### src/rtl/i2ctci_pkg.sv
`timescale 1ns / 1ps
// ----------------------------------------------------------------------------
// i2ctci_pkg
// Shared types and constants of the bus target command interface.
// ----------------------------------------------------------------------------
package i2ctci_pkg;

    // sample store geometry: two banks of equal size
    localparam int unsigned BANK_BYTES  = 40;
    localparam int unsigned STORE_DEPTH = 2 * BANK_BYTES;
    localparam int unsigned STORE_AW    = $clog2(STORE_DEPTH);

    // load index codes for the adc values
    localparam logic [5:0] LOAD_ADC0 = 6'd40;
    localparam logic [5:0] LOAD_ADC1 = 6'd41;

    // own address reset value and general call address
    localparam logic [6:0] OWN_ADDRESS_RST = 7'd24;
    localparam logic [7:0] GENERAL_CALL    = 8'h00;

    // register indexes
    localparam logic CFG_OWN_ADDRESS = 1'b0;
    localparam logic CFG_IDENT_BYTE  = 1'b1;

    // bus commands
    localparam logic [7:0] CMD_READ_IDENT   = 8'h52;
    localparam logic [7:0] CMD_PWM          = 8'h53;
    localparam logic [7:0] CMD_GAIN         = 8'h54;
    localparam logic [7:0] CMD_SENSOR_FIRST = 8'h55;
    localparam logic [7:0] CMD_SENSOR_LAST  = 8'h59;
    localparam logic [7:0] CMD_BLOCK_FIRST  = 8'h5A;
    localparam logic [7:0] CMD_BLOCK_LAST   = 8'h5D;
    localparam logic [7:0] CMD_ADC          = 8'h5E;
    localparam logic [7:0] CMD_PINS         = 8'h5F;

    // event codes from the shift engine
    typedef enum logic [2:0] {
        OP_START    = 3'd0,
        OP_STOP     = 3'd1,
        OP_OVERFLOW = 3'd2,
        OP_LOAD     = 3'd3,
        OP_SWAP     = 3'd4
    } op_t;

    // action requested of the shift engine
    typedef enum logic [2:0] {
        ACT_WAIT_START = 3'd0,
        ACT_SEND_ACK   = 3'd1,
        ACT_SEND_TX    = 3'd2,
        ACT_READ_ACK   = 3'd3,
        ACT_READ_DATA  = 3'd4
    } act_t;

    // word in flight between the state update and the output register
    typedef struct packed {
        act_t       act;
        logic       upd_tx;
        logic       use_ram;
        logic       rd_ok;
        logic [7:0] imm;
        logic [7:0] pwm_b;
        logic [7:0] pwm_d;
        logic       gain_valid;
        logic [1:0] gain_code;
        logic       swap_accepted;
    } stage_t;

endpackage

### src/rtl/i2ctci_ram.sv
`timescale 1ns / 1ps
// ----------------------------------------------------------------------------
// i2ctci_ram
// Generic simple dual-port ram, one write and one registered read port.
// ----------------------------------------------------------------------------
module i2ctci_ram #(
    parameter int unsigned WIDTH = 8,
    parameter int unsigned DEPTH = 80
) (
    input  logic                     aclk,
    input  logic                     we,
    input  logic [$clog2(DEPTH)-1:0] waddr,
    input  logic [WIDTH-1:0]         wdata,
    input  logic                     re,
    input  logic [$clog2(DEPTH)-1:0] raddr,
    output logic [WIDTH-1:0]         rdata
);

    logic [WIDTH-1:0] mem [DEPTH];
    logic [WIDTH-1:0] rdata_reg;

    // write port
    always_ff @(posedge aclk) begin
        if (we) begin
            mem[waddr] <= wdata;
        end
    end

    // registered read, held while idle
    always_ff @(posedge aclk) begin
        if (re) begin
            rdata_reg <= mem[raddr];
        end
    end

    assign rdata = rdata_reg;

endmodule

### src/rtl/i2c_target_command_interface.sv
`timescale 1ns / 1ps
// ----------------------------------------------------------------------------
// i2c_target_command_interface
// Register interface of a bus target fed by byte-level events.
// ----------------------------------------------------------------------------
// The slave channel takes one event word per handshake: the event code in
// s_tuser, the shifted byte, a load index and value and the pin levels in
// s_tdata. Every word yields exactly one master word holding the next action
// of the shift engine, the byte to send, both compare values, a gain request
// and the swap flag. Loads fill the write bank of a 2 x 40 byte sample store
// held in a ram; swaps exchange the banks unless a sensor or block read
// holds them. The accepting edge updates the control state and issues the
// ram read into the middle stage; the word moves into the output register
// once that register is empty or its word is being taken.
// One word is accepted every cycle while s_tready is high; the rate is set
// by the single ram read port, used at most once per word.
// While m_tready is low one further word is accepted and held in the middle
// stage; after that s_tready drops until the output register drains.
// Configuration writes (own address, identification byte) take effect at
// the edge.
// Reset is synchronous: control state, compare values and the store's valid
// bits return to their reset values at once, so no clearing pass is needed.
// ----------------------------------------------------------------------------
module i2c_target_command_interface
    import i2ctci_pkg::*;
(
    input  logic        aclk,
    input  logic        aresetn,
    // configuration write port
    input  logic        cfg_we,
    input  logic        cfg_index,
    input  logic [7:0]  cfg_data,
    // event words
    input  logic        s_tvalid,
    output logic        s_tready,
    input  logic [23:0] s_tdata,  // bus_byte, load_index, load_value, pin_levels
    input  logic [2:0]  s_tuser,  // opcode
    // result words
    output logic        m_tvalid,
    input  logic        m_tready,
    output logic [31:0] m_tdata   // shifter_action, tx_byte, pwm_b_duty,
                                  // pwm_d_compare, gain_valid, gain_code,
                                  // swap_accepted, zero pad
);

    typedef enum logic [2:0] {
        PH_ADDR      = 3'd0,
        PH_SEND      = 3'd1,
        PH_REQ_REPLY = 3'd2,
        PH_CHK_REPLY = 3'd3,
        PH_REQ_DATA  = 3'd4,
        PH_GET_DATA  = 3'd5
    } phase_t;

    // input field split
    logic [7:0] in_bus_byte;
    logic [5:0] in_load_index;
    logic [7:0] in_load_value;
    logic [1:0] in_pins;

    assign in_bus_byte   = s_tdata[7:0];
    assign in_load_index = s_tdata[13:8];
    assign in_load_value = s_tdata[21:14];
    assign in_pins       = s_tdata[23:22];

    // state
    phase_t                 phase_reg, phase_next;
    logic                   listening_reg, listening_next;
    logic [7:0]             pos_reg, pos_next;
    logic [7:0]             cmd_reg, cmd_next;
    logic                   read_bank_reg, read_bank_next;
    logic                   locked_reg, locked_next;
    logic [7:0]             adc0_reg, adc0_next;
    logic [7:0]             adc1_reg, adc1_next;
    logic [7:0]             pwm_b_reg, pwm_b_next;
    logic [7:0]             pwm_d_reg, pwm_d_next;
    logic [6:0]             own_addr_reg;
    logic [7:0]             dev_id_reg;
    logic [STORE_DEPTH-1:0] valid_reg, valid_next;
    logic [7:0]             tx_hold_reg;
    stage_t                 p1_reg, p1_next;
    logic                   p1_valid_reg;
    logic                   m_tvalid_reg;
    logic [31:0]            m_tdata_reg;

    // handshake
    logic s_accept;
    logic m_load;

    assign s_tready = !p1_valid_reg || !m_tvalid_reg || m_tready;
    assign s_accept = s_tvalid && s_tready;
    assign m_load   = p1_valid_reg && (!m_tvalid_reg || m_tready);

    // ram access
    logic                ram_we;
    logic [STORE_AW-1:0] ram_waddr;
    logic                ram_re;
    logic [STORE_AW-1:0] ram_raddr;
    logic [7:0]          ram_rdata;

    // working signals of the state update
    logic       tx_step;
    logic [7:0] cmd_eff;
    logic [7:0] pos_inc;
    logic [7:0] sensor_sub;
    logic [7:0] block_sub;
    logic [5:0] sensor_idx;
    logic [5:0] block_idx;
    logic [5:0] bank_idx;

    assign pos_inc    = pos_reg + {7'd0, (pos_reg != 8'hFF)};
    assign sensor_sub = cmd_reg - CMD_SENSOR_FIRST;
    assign block_sub  = cmd_reg - CMD_BLOCK_FIRST;
    assign sensor_idx = ({3'd0, pos_reg[2:0]} * 6'd5) + {3'd0, sensor_sub[2:0]};
    assign block_idx  = {2'd0, pos_reg[3:0]} + ({4'd0, block_sub[1:0]} * 6'd10);

    // event decode and control state update
    always_comb begin
        phase_next     = phase_reg;
        listening_next = listening_reg;
        pos_next       = pos_reg;
        cmd_next       = cmd_reg;
        read_bank_next = read_bank_reg;
        locked_next    = locked_reg;
        adc0_next      = adc0_reg;
        adc1_next      = adc1_reg;
        pwm_b_next     = pwm_b_reg;
        pwm_d_next     = pwm_d_reg;
        valid_next     = valid_reg;
        ram_we         = 1'b0;
        ram_waddr      = '0;
        ram_re         = 1'b0;
        tx_step        = 1'b0;
        cmd_eff        = cmd_reg;
        bank_idx       = '0;
        p1_next        = p1_reg;
        p1_next.upd_tx        = 1'b0;
        p1_next.use_ram       = 1'b0;
        p1_next.imm           = 8'd0;
        p1_next.gain_valid    = 1'b0;
        p1_next.gain_code     = 2'd0;
        p1_next.swap_accepted = 1'b0;

        if (s_accept) begin
            case (s_tuser)
                OP_START: begin
                    phase_next     = PH_ADDR;
                    listening_next = 1'b1;
                end
                OP_STOP: begin
                    phase_next     = PH_ADDR;
                    listening_next = 1'b0;
                    pos_next       = 8'd0;
                end
                OP_OVERFLOW: begin
                    if (listening_reg) begin
                        case (phase_reg)
                            PH_ADDR: begin
                                if (in_bus_byte == GENERAL_CALL ||
                                    in_bus_byte[7:1] == own_addr_reg) begin
                                    pos_next   = 8'd0;
                                    phase_next = in_bus_byte[0] ? PH_SEND : PH_REQ_DATA;
                                end else begin
                                    listening_next = 1'b0;
                                end
                            end
                            PH_CHK_REPLY: begin
                                if (in_bus_byte != 8'd0) begin
                                    locked_next    = 1'b0;
                                    listening_next = 1'b0;
                                end else begin
                                    tx_step = 1'b1;
                                end
                            end
                            PH_SEND: begin
                                tx_step = 1'b1;
                            end
                            PH_REQ_REPLY: begin
                                phase_next = PH_CHK_REPLY;
                            end
                            PH_REQ_DATA: begin
                                phase_next = PH_GET_DATA;
                            end
                            PH_GET_DATA: begin
                                cmd_eff  = (pos_reg == 8'd0) ? in_bus_byte : cmd_reg;
                                cmd_next = cmd_eff;
                                if (cmd_eff == CMD_PWM) begin
                                    if (pos_reg == 8'd1) begin
                                        pwm_d_next = 8'hFF - in_bus_byte;
                                    end else if (pos_reg == 8'd2) begin
                                        pwm_b_next = in_bus_byte;
                                    end
                                end else if (cmd_eff == CMD_GAIN) begin
                                    if (pos_reg == 8'd1) begin
                                        p1_next.gain_valid = 1'b1;
                                        p1_next.gain_code  = in_bus_byte[1:0];
                                    end
                                end
                                pos_next   = pos_inc;
                                phase_next = PH_REQ_DATA;
                            end
                            default: begin
                                listening_next = 1'b0;
                                phase_next     = PH_ADDR;
                            end
                        endcase
                    end
                end
                OP_LOAD: begin
                    if (in_load_index < 6'(BANK_BYTES)) begin
                        ram_we    = 1'b1;
                        ram_waddr = read_bank_reg ? STORE_AW'(in_load_index)
                                  : STORE_AW'(in_load_index) + STORE_AW'(BANK_BYTES);
                        valid_next[ram_waddr] = 1'b1;
                    end else if (in_load_index == LOAD_ADC0) begin
                        adc0_next = in_load_value;
                    end else if (in_load_index == LOAD_ADC1) begin
                        adc1_next = in_load_value;
                    end
                end
                OP_SWAP: begin
                    if (!locked_reg) begin
                        read_bank_next        = !read_bank_reg;
                        p1_next.swap_accepted = 1'b1;
                    end
                end
                default: begin
                end
            endcase
        end

        // choose the next byte to send
        if (tx_step) begin
            p1_next.upd_tx = 1'b1;
            if (cmd_reg == CMD_READ_IDENT) begin
                p1_next.imm = dev_id_reg;
            end else if (cmd_reg >= CMD_SENSOR_FIRST && cmd_reg <= CMD_SENSOR_LAST) begin
                if (pos_reg == 8'd0) locked_next = 1'b1;
                if (pos_reg < 8'd8) begin
                    p1_next.use_ram = 1'b1;
                    bank_idx        = sensor_idx;
                end
                if (pos_reg == 8'd7) locked_next = 1'b0;
            end else if (cmd_reg >= CMD_BLOCK_FIRST && cmd_reg <= CMD_BLOCK_LAST) begin
                if (pos_reg == 8'd0) locked_next = 1'b1;
                if (pos_reg < 8'd10) begin
                    p1_next.use_ram = 1'b1;
                    bank_idx        = block_idx;
                end
                if (pos_reg == 8'd9) locked_next = 1'b0;
            end else if (cmd_reg == CMD_ADC) begin
                if (pos_reg == 8'd0) p1_next.imm = adc0_reg;
                if (pos_reg == 8'd1) p1_next.imm = adc1_reg;
            end else if (cmd_reg == CMD_PINS) begin
                if (pos_reg == 8'd0) p1_next.imm = {2'd0, in_pins[1], 4'd0, in_pins[0]};
            end
            ram_re     = p1_next.use_ram;
            pos_next   = pos_inc;
            phase_next = PH_REQ_REPLY;
        end

        // action from the state after the word
        if (!listening_next) begin
            p1_next.act = ACT_WAIT_START;
        end else begin
            case (phase_next)
                PH_ADDR:      p1_next.act = ACT_READ_DATA;
                PH_SEND:      p1_next.act = ACT_SEND_ACK;
                PH_REQ_REPLY: p1_next.act = ACT_SEND_TX;
                PH_CHK_REPLY: p1_next.act = ACT_READ_ACK;
                PH_REQ_DATA:  p1_next.act = ACT_SEND_ACK;
                PH_GET_DATA:  p1_next.act = ACT_READ_DATA;
                default:      p1_next.act = ACT_WAIT_START;
            endcase
        end
        p1_next.pwm_b = pwm_b_next;
        p1_next.pwm_d = pwm_d_next;

        // read address in the read bank
        ram_raddr = read_bank_reg ? STORE_AW'(bank_idx) + STORE_AW'(BANK_BYTES)
                  : STORE_AW'(bank_idx);
        p1_next.rd_ok = valid_reg[ram_raddr];
    end

    // sample store
    i2ctci_ram #(
        .WIDTH (8),
        .DEPTH (STORE_DEPTH)
    ) u_store (
        .aclk  (aclk),
        .we    (ram_we),
        .waddr (ram_waddr),
        .wdata (in_load_value),
        .re    (ram_re),
        .raddr (ram_raddr),
        .rdata (ram_rdata)
    );

    // second stage: merge ram data and form the result word
    logic [7:0]  bank_byte;
    logic [7:0]  tx_now;
    logic [7:0]  tx_out;
    logic [31:0] word_next;

    assign bank_byte = p1_reg.rd_ok ? ram_rdata : 8'd0;
    assign tx_now    = !p1_reg.upd_tx ? tx_hold_reg
                     : (p1_reg.use_ram ? bank_byte : p1_reg.imm);
    assign tx_out    = (p1_reg.act == ACT_SEND_TX) ? tx_now : 8'd0;
    assign word_next = {1'b0, p1_reg.swap_accepted, p1_reg.gain_code, p1_reg.gain_valid,
                        p1_reg.pwm_d, p1_reg.pwm_b, tx_out, p1_reg.act};

    // state and registered outputs
    always_ff @(posedge aclk) begin
        if (!aresetn) begin
            phase_reg     <= PH_ADDR;
            listening_reg <= 1'b0;
            pos_reg       <= 8'd0;
            cmd_reg       <= 8'd0;
            read_bank_reg <= 1'b1;
            locked_reg    <= 1'b0;
            adc0_reg      <= 8'd0;
            adc1_reg      <= 8'd0;
            pwm_b_reg     <= 8'd0;
            pwm_d_reg     <= 8'hFF;
            own_addr_reg  <= OWN_ADDRESS_RST;
            dev_id_reg    <= 8'd0;
            valid_reg     <= '0;
            tx_hold_reg   <= 8'd0;
            p1_valid_reg  <= 1'b0;
            m_tvalid_reg  <= 1'b0;
        end else begin
            phase_reg     <= phase_next;
            listening_reg <= listening_next;
            pos_reg       <= pos_next;
            cmd_reg       <= cmd_next;
            read_bank_reg <= read_bank_next;
            locked_reg    <= locked_next;
            adc0_reg      <= adc0_next;
            adc1_reg      <= adc1_next;
            pwm_b_reg     <= pwm_b_next;
            pwm_d_reg     <= pwm_d_next;
            valid_reg     <= valid_next;
            if (cfg_we) begin
                case (cfg_index)
                    CFG_OWN_ADDRESS: own_addr_reg <= cfg_data[6:0];
                    CFG_IDENT_BYTE:  dev_id_reg   <= cfg_data;
                    default: begin
                    end
                endcase
            end
            if (s_accept) begin
                p1_valid_reg <= 1'b1;
            end else if (m_load) begin
                p1_valid_reg <= 1'b0;
            end
            if (m_load) begin
                tx_hold_reg  <= tx_now;
                m_tvalid_reg <= 1'b1;
            end else if (m_tready) begin
                m_tvalid_reg <= 1'b0;
            end
        end
    end

    // payload registers
    always_ff @(posedge aclk) begin
        if (s_accept) begin
            p1_reg <= p1_next;
        end
        if (m_load) begin
            m_tdata_reg <= word_next;
        end
    end

    assign m_tvalid = m_tvalid_reg;
    assign m_tdata  = m_tdata_reg;

    // a swap while the read bank is held is never reported as done
    assert property (@(posedge aclk) disable iff (!aresetn)
        s_accept && s_tuser == OP_SWAP && locked_reg |=> !p1_reg.swap_accepted)
        else $error("swap carried out while bank locked");

    // loads never reach the read bank
    assert property (@(posedge aclk) disable iff (!aresetn)
        ram_we |-> (ram_waddr < STORE_AW'(BANK_BYTES)) == read_bank_reg)
        else $error("load written into read bank");

    // bank reads stay inside the store
    assert property (@(posedge aclk) disable iff (!aresetn)
        ram_re |-> ram_raddr < STORE_AW'(STORE_DEPTH))
        else $error("store read out of range");

    // a sent byte shows only with the send action
    assert property (@(posedge aclk) disable iff (!aresetn)
        m_tvalid && m_tdata[2:0] != ACT_SEND_TX |-> m_tdata[10:3] == 8'd0)
        else $error("tx byte without send action");

endmodule
### config.mk
export PLATFORM = sky130hd
export DESIGN_NAME = i2c_target_command_interface
export DESIGN_NICKNAME = d
export VERILOG_FILES = /design/src/rtl/i2ctci_pkg.sv /design/src/rtl/i2ctci_ram.sv /design/src/rtl/i2c_target_command_interface.sv
export SDC_FILE = /design/constraint.sdc
export NUM_CORES = 1
export LEC_CHECK = 0
export BUFFER_PORTS_ARGS = -buffer_cell sky130_fd_sc_hd__buf_2
export CAP_MARGIN = 20
export CORE_ASPECT_RATIO = 0.5
export CORE_MARGIN = 5
export CORE_UTILIZATION = 40
export CTS_CLUSTER_SIZE = 8
export DETAILED_ROUTE_END_ITERATION = 12
export PLACE_DENSITY = 0.55
export SYNTH_ARGS = -nofsm -noshare
export SYNTH_HDL_FRONTEND = slang
export SYNTH_HIERARCHICAL = 1
export SYNTH_SLANG_ARGS = --single-unit
### constraint.sdc
create_clock -name aclk -period 9.85 [get_ports aclk]
set_input_delay 1.97 -clock aclk [delete_from_list [all_inputs] [get_ports aclk]]
set_output_delay 1.97 -clock aclk [all_outputs]
set_load 0.03 [all_outputs]
==> results.yml <==
critical_path:
  arrival_ps: 7140
  crit_fanout: 37
  critPathLaunchType: "input pin"
  cp_slowest_cell: "or4b_4"
  critPathCaptureType: "flip-flop"
  crit_chain: "buf_2 -> or4_1 -> nor2_2 -> o21ai_1 -> buf_4 -> or4b_4 -> clkinv_4 -> and2_1 -> ha_1 -> nand2_1 -> and2_1 -> inv_4 -> buf_4 -> mux4_2 -> a22oi_1 -> nand4_1 -> a22oi_1 -> nand2_1"
  crit_required_ps: 10280
  critical_path_class: "in -> reg"
  max_stage_delay_ps: 650
detailed_routing:
  wl_per_cell_um: 24.8
  drc: 0
  wirelength_um: 89000
  post_drt_via_cell_ratio: 5.66
  drtAntennaViolNets: 0
  vias: 20300
  drtIter0Drc: 1938
  firstDrtPassIters: 6
timing:
  holdWs_ps: 413
  slew_violations: 0
  clock_skew_ps: 48.2
  worst_slew_pin_slew_ps: 1100
  min_period_ps: 6710
  finalSetupViolCount: 0
  hold_viol: 0
  fmax_mhz: 149
  final.setup.tns_ps: 0
  slew_headroom_pct: 26.4
  min_period_over_period_pct: 68.1
  rsz0062_at_grt: "no"
synthesis:
  yosysWarnings: 6
  synth-main-ff-cell: "edfxtp_1"
  synth_fp_nets: 2325
  yosysSeqAreaShare_pct: 68.5
  yosysUniqueCellTypes: 85
  netlist_instances: 2261
  synth_edf_count: 713
  synth-seq-cells: 872
  synth_area_um2: 35900
  async_flop_share_pct: 0
  synth.avg_cell_area_um2: 15.9
power_and_ir_drop:
  vdd_drop_max_uv: 138
  leakage_uw: 0.0128
  power_density_nw_per_um2: 192
  p_total_uw: 7830
place:
  hpwl_um: 55800
  finalWeightedCongestion: 0.856
  io_buffers: 73
  place_inst: 3430
  placed_area_um2: 37500
die:
  coreArea_um2: 88700
  num_rows: 77
  chipWidth_um: 434
  dieHeight_um: 222
  io_pins: 75
  dieArea_um2: 96300
  initial_core_util_pct: 40.5
final_layout:
  diodes: 0
  largest_register_ff_count: 640
  final-seq-area_um2: 24600
  multi_input_area_um2: 10700
  layout.nets: 2431
  fillCellCount: 7575
  area_delta_synth_final_pct: 13.5
  final_area_um2: 40800
  drive_gt1_share_pct: 18.9
  final_cells: 3593
cts:
  clkTransAtPathRegs_ps: 50
  cts_root_buffer: "clkbuf_16"
  h-tree-depth: 3
  clk_path_buf_depth: 3
  cts_num_sinks: 872
  post-cts-setup-buffers: 0
  clock_latency_ps: 700
  cts-hold-fix-buffers: 0
  cts_tree: "built"
  numCtsBuffers: 118
  cts_resized: 0
grt:
  antenna_found_initial: 2
  grt_max_degree: 111
  track_usage_pct: 18.3
  gr-total-overflow: 0
  grt_pass1_wl_um: 133000
  grt_pass1_vias: 20100
min_path:
  hold_path_class: "reg -> reg"
run_status:
  outcome: "finished, final reports clean"
run:
  maxCapViolations: 0
==> cells by family (layout without fill, tap and decap cells) <==
group | count (synthesis) | in the layout | synth area share [%]
compound gates | 350 | 350 | 6.65
fa+ha+maj | 23 | 23 | 0.843
mux | 265 | 265 | 13.4
simple gates | 582 | 582 | 8.27
xor+xnor | 16 | 16 | 0.390
flops | 872 | 872 | 68.5
buf+inv | 152 | 299 | 1.96
other cells | 1 | 1 | 0.0104
==> synthesized netlist by cell type (all sizes together) (4+ instances only) <==
master,number,area [um^2]
mux2i,81,811
xor2,10,87.6
a32oi,6,52.6
and3,11,68.8
a221oi,8,70.1
o2111ai,4,35.0
a21o,7,52.6
ha,21,263
or2,6,37.5
a22oi,51,383
edfxtp,713,21400
nor3b,6,55.1
o31ai,8,73.8
nand2b,16,100
nor3,17,90.1
a21oi,92,468
o22ai,8,50.1
nor4b,5,71.3
nor2b,95,594
mux4,169,3810
mux2,15,199
or4,8,67.6
a31oi,9,56.3
clkbuf,60,226
xnor2,6,52.6
inv,28,105
or3,7,43.8
o21a,50,375
nand3b,5,37.5
and3b,4,35.0
a311oi,4,35.0
nand2,113,437
a21boi,16,120
nand3,46,230
buf,60,353
clkinv,4,20.0
nor4,7,43.8
o21ai,35,175
nor2,179,677
nand4,23,144
dfxtp,159,3180
and2,28,175
o221ai,4,35.0
o211ai,14,105
a211oi,7,52.6
==> placed cells by master, fill, tap and decap left out, drive strengths merged, types with 17 or more instances in the layout <==
master / synthesis / final
mux2i: 81 / 81
o21ai: 35 / 35
nand4: 23 / 23
ha: 21 / 21
o21a: 50 / 50
inv: 28 / 29
edfxtp: 713 / 713
clkbuf: 60 / 157
nor2: 179 / 179
a22oi: 51 / 51
mux4: 169 / 169
nand2: 113 / 113
dfxtp: 159 / 159
nor2b: 95 / 95
a21oi: 92 / 92
nand3: 46 / 46
nor3: 17 / 17
and2: 28 / 28
buf: 60 / 106
==> final timing paths <==
kind | from | slack, ps | depth (start not counted) | endpoint
worst max-delay path | s_tdata[2] | 3140 | 18 | u_store/rdata[6]
worst min-delay path | p1_reg[6] | 410 | 0 | m_tdata[21]
worst max register to register | cmd_reg[1] | 3650 | 18 | u_store/rdata[6]
worst min register to register | p1_reg[6] | 410 | 0 | m_tdata[21]
==> metal layers <==
layer | vias to the layer above | track usage, % | part of all wire (%)
li1 | 9046 | - | -
met1 | 10600 | 26.4 | 46
met2 | 584 | 28.9 | 47
met3 | 120 | 3.67 | 5.7
met4 | 0 | 4.27 | 1.7
met5 | - | 0 | 0
==> where the power goes <==
| group | total [uW] | switching (uW) | internal (uW) |
|---|---|---|---|
| clock | 3640 | 1450 | 2190 |
| sequential | 4010 | 8.44 | 4000 |
| combinational | 179 | 135 | 43.6 |
| total | 7830 | 1590 | 6240 |
==> cell type report <==
type | count | area share, %
Sequential cell | 872 | 60.3
Multi-Input combinational cell | 1237 | 26.2
Clock buffer | 157 | 7.76
Timing Repair Buffer | 106 | 1.57
Inverter | 32 | 0.331
Tap cell | 1185 | 3.64
Clock inverter | 4 | 0.193
==> per-stage QoR <==
stage               utilization [%]  worst slack [ps]
floorplan                         -              3910
global placement               42.3              2560
detailed placement             42.3              2510
CTS                            45.9              3260
global route                   46.0              3010
finish                         46.0              3140
==> worst max-delay path, delay by kind of cell <==
kind	cells	cell delay (ps)
and+or+nand+nor	8	2200
buffers and inverters	5	1610
AOI/OAI and AO/OA	3	580
muxes	1	560
adders and majority gates	1	140
No activity file was read; power rests on OpenSTA's default activity.
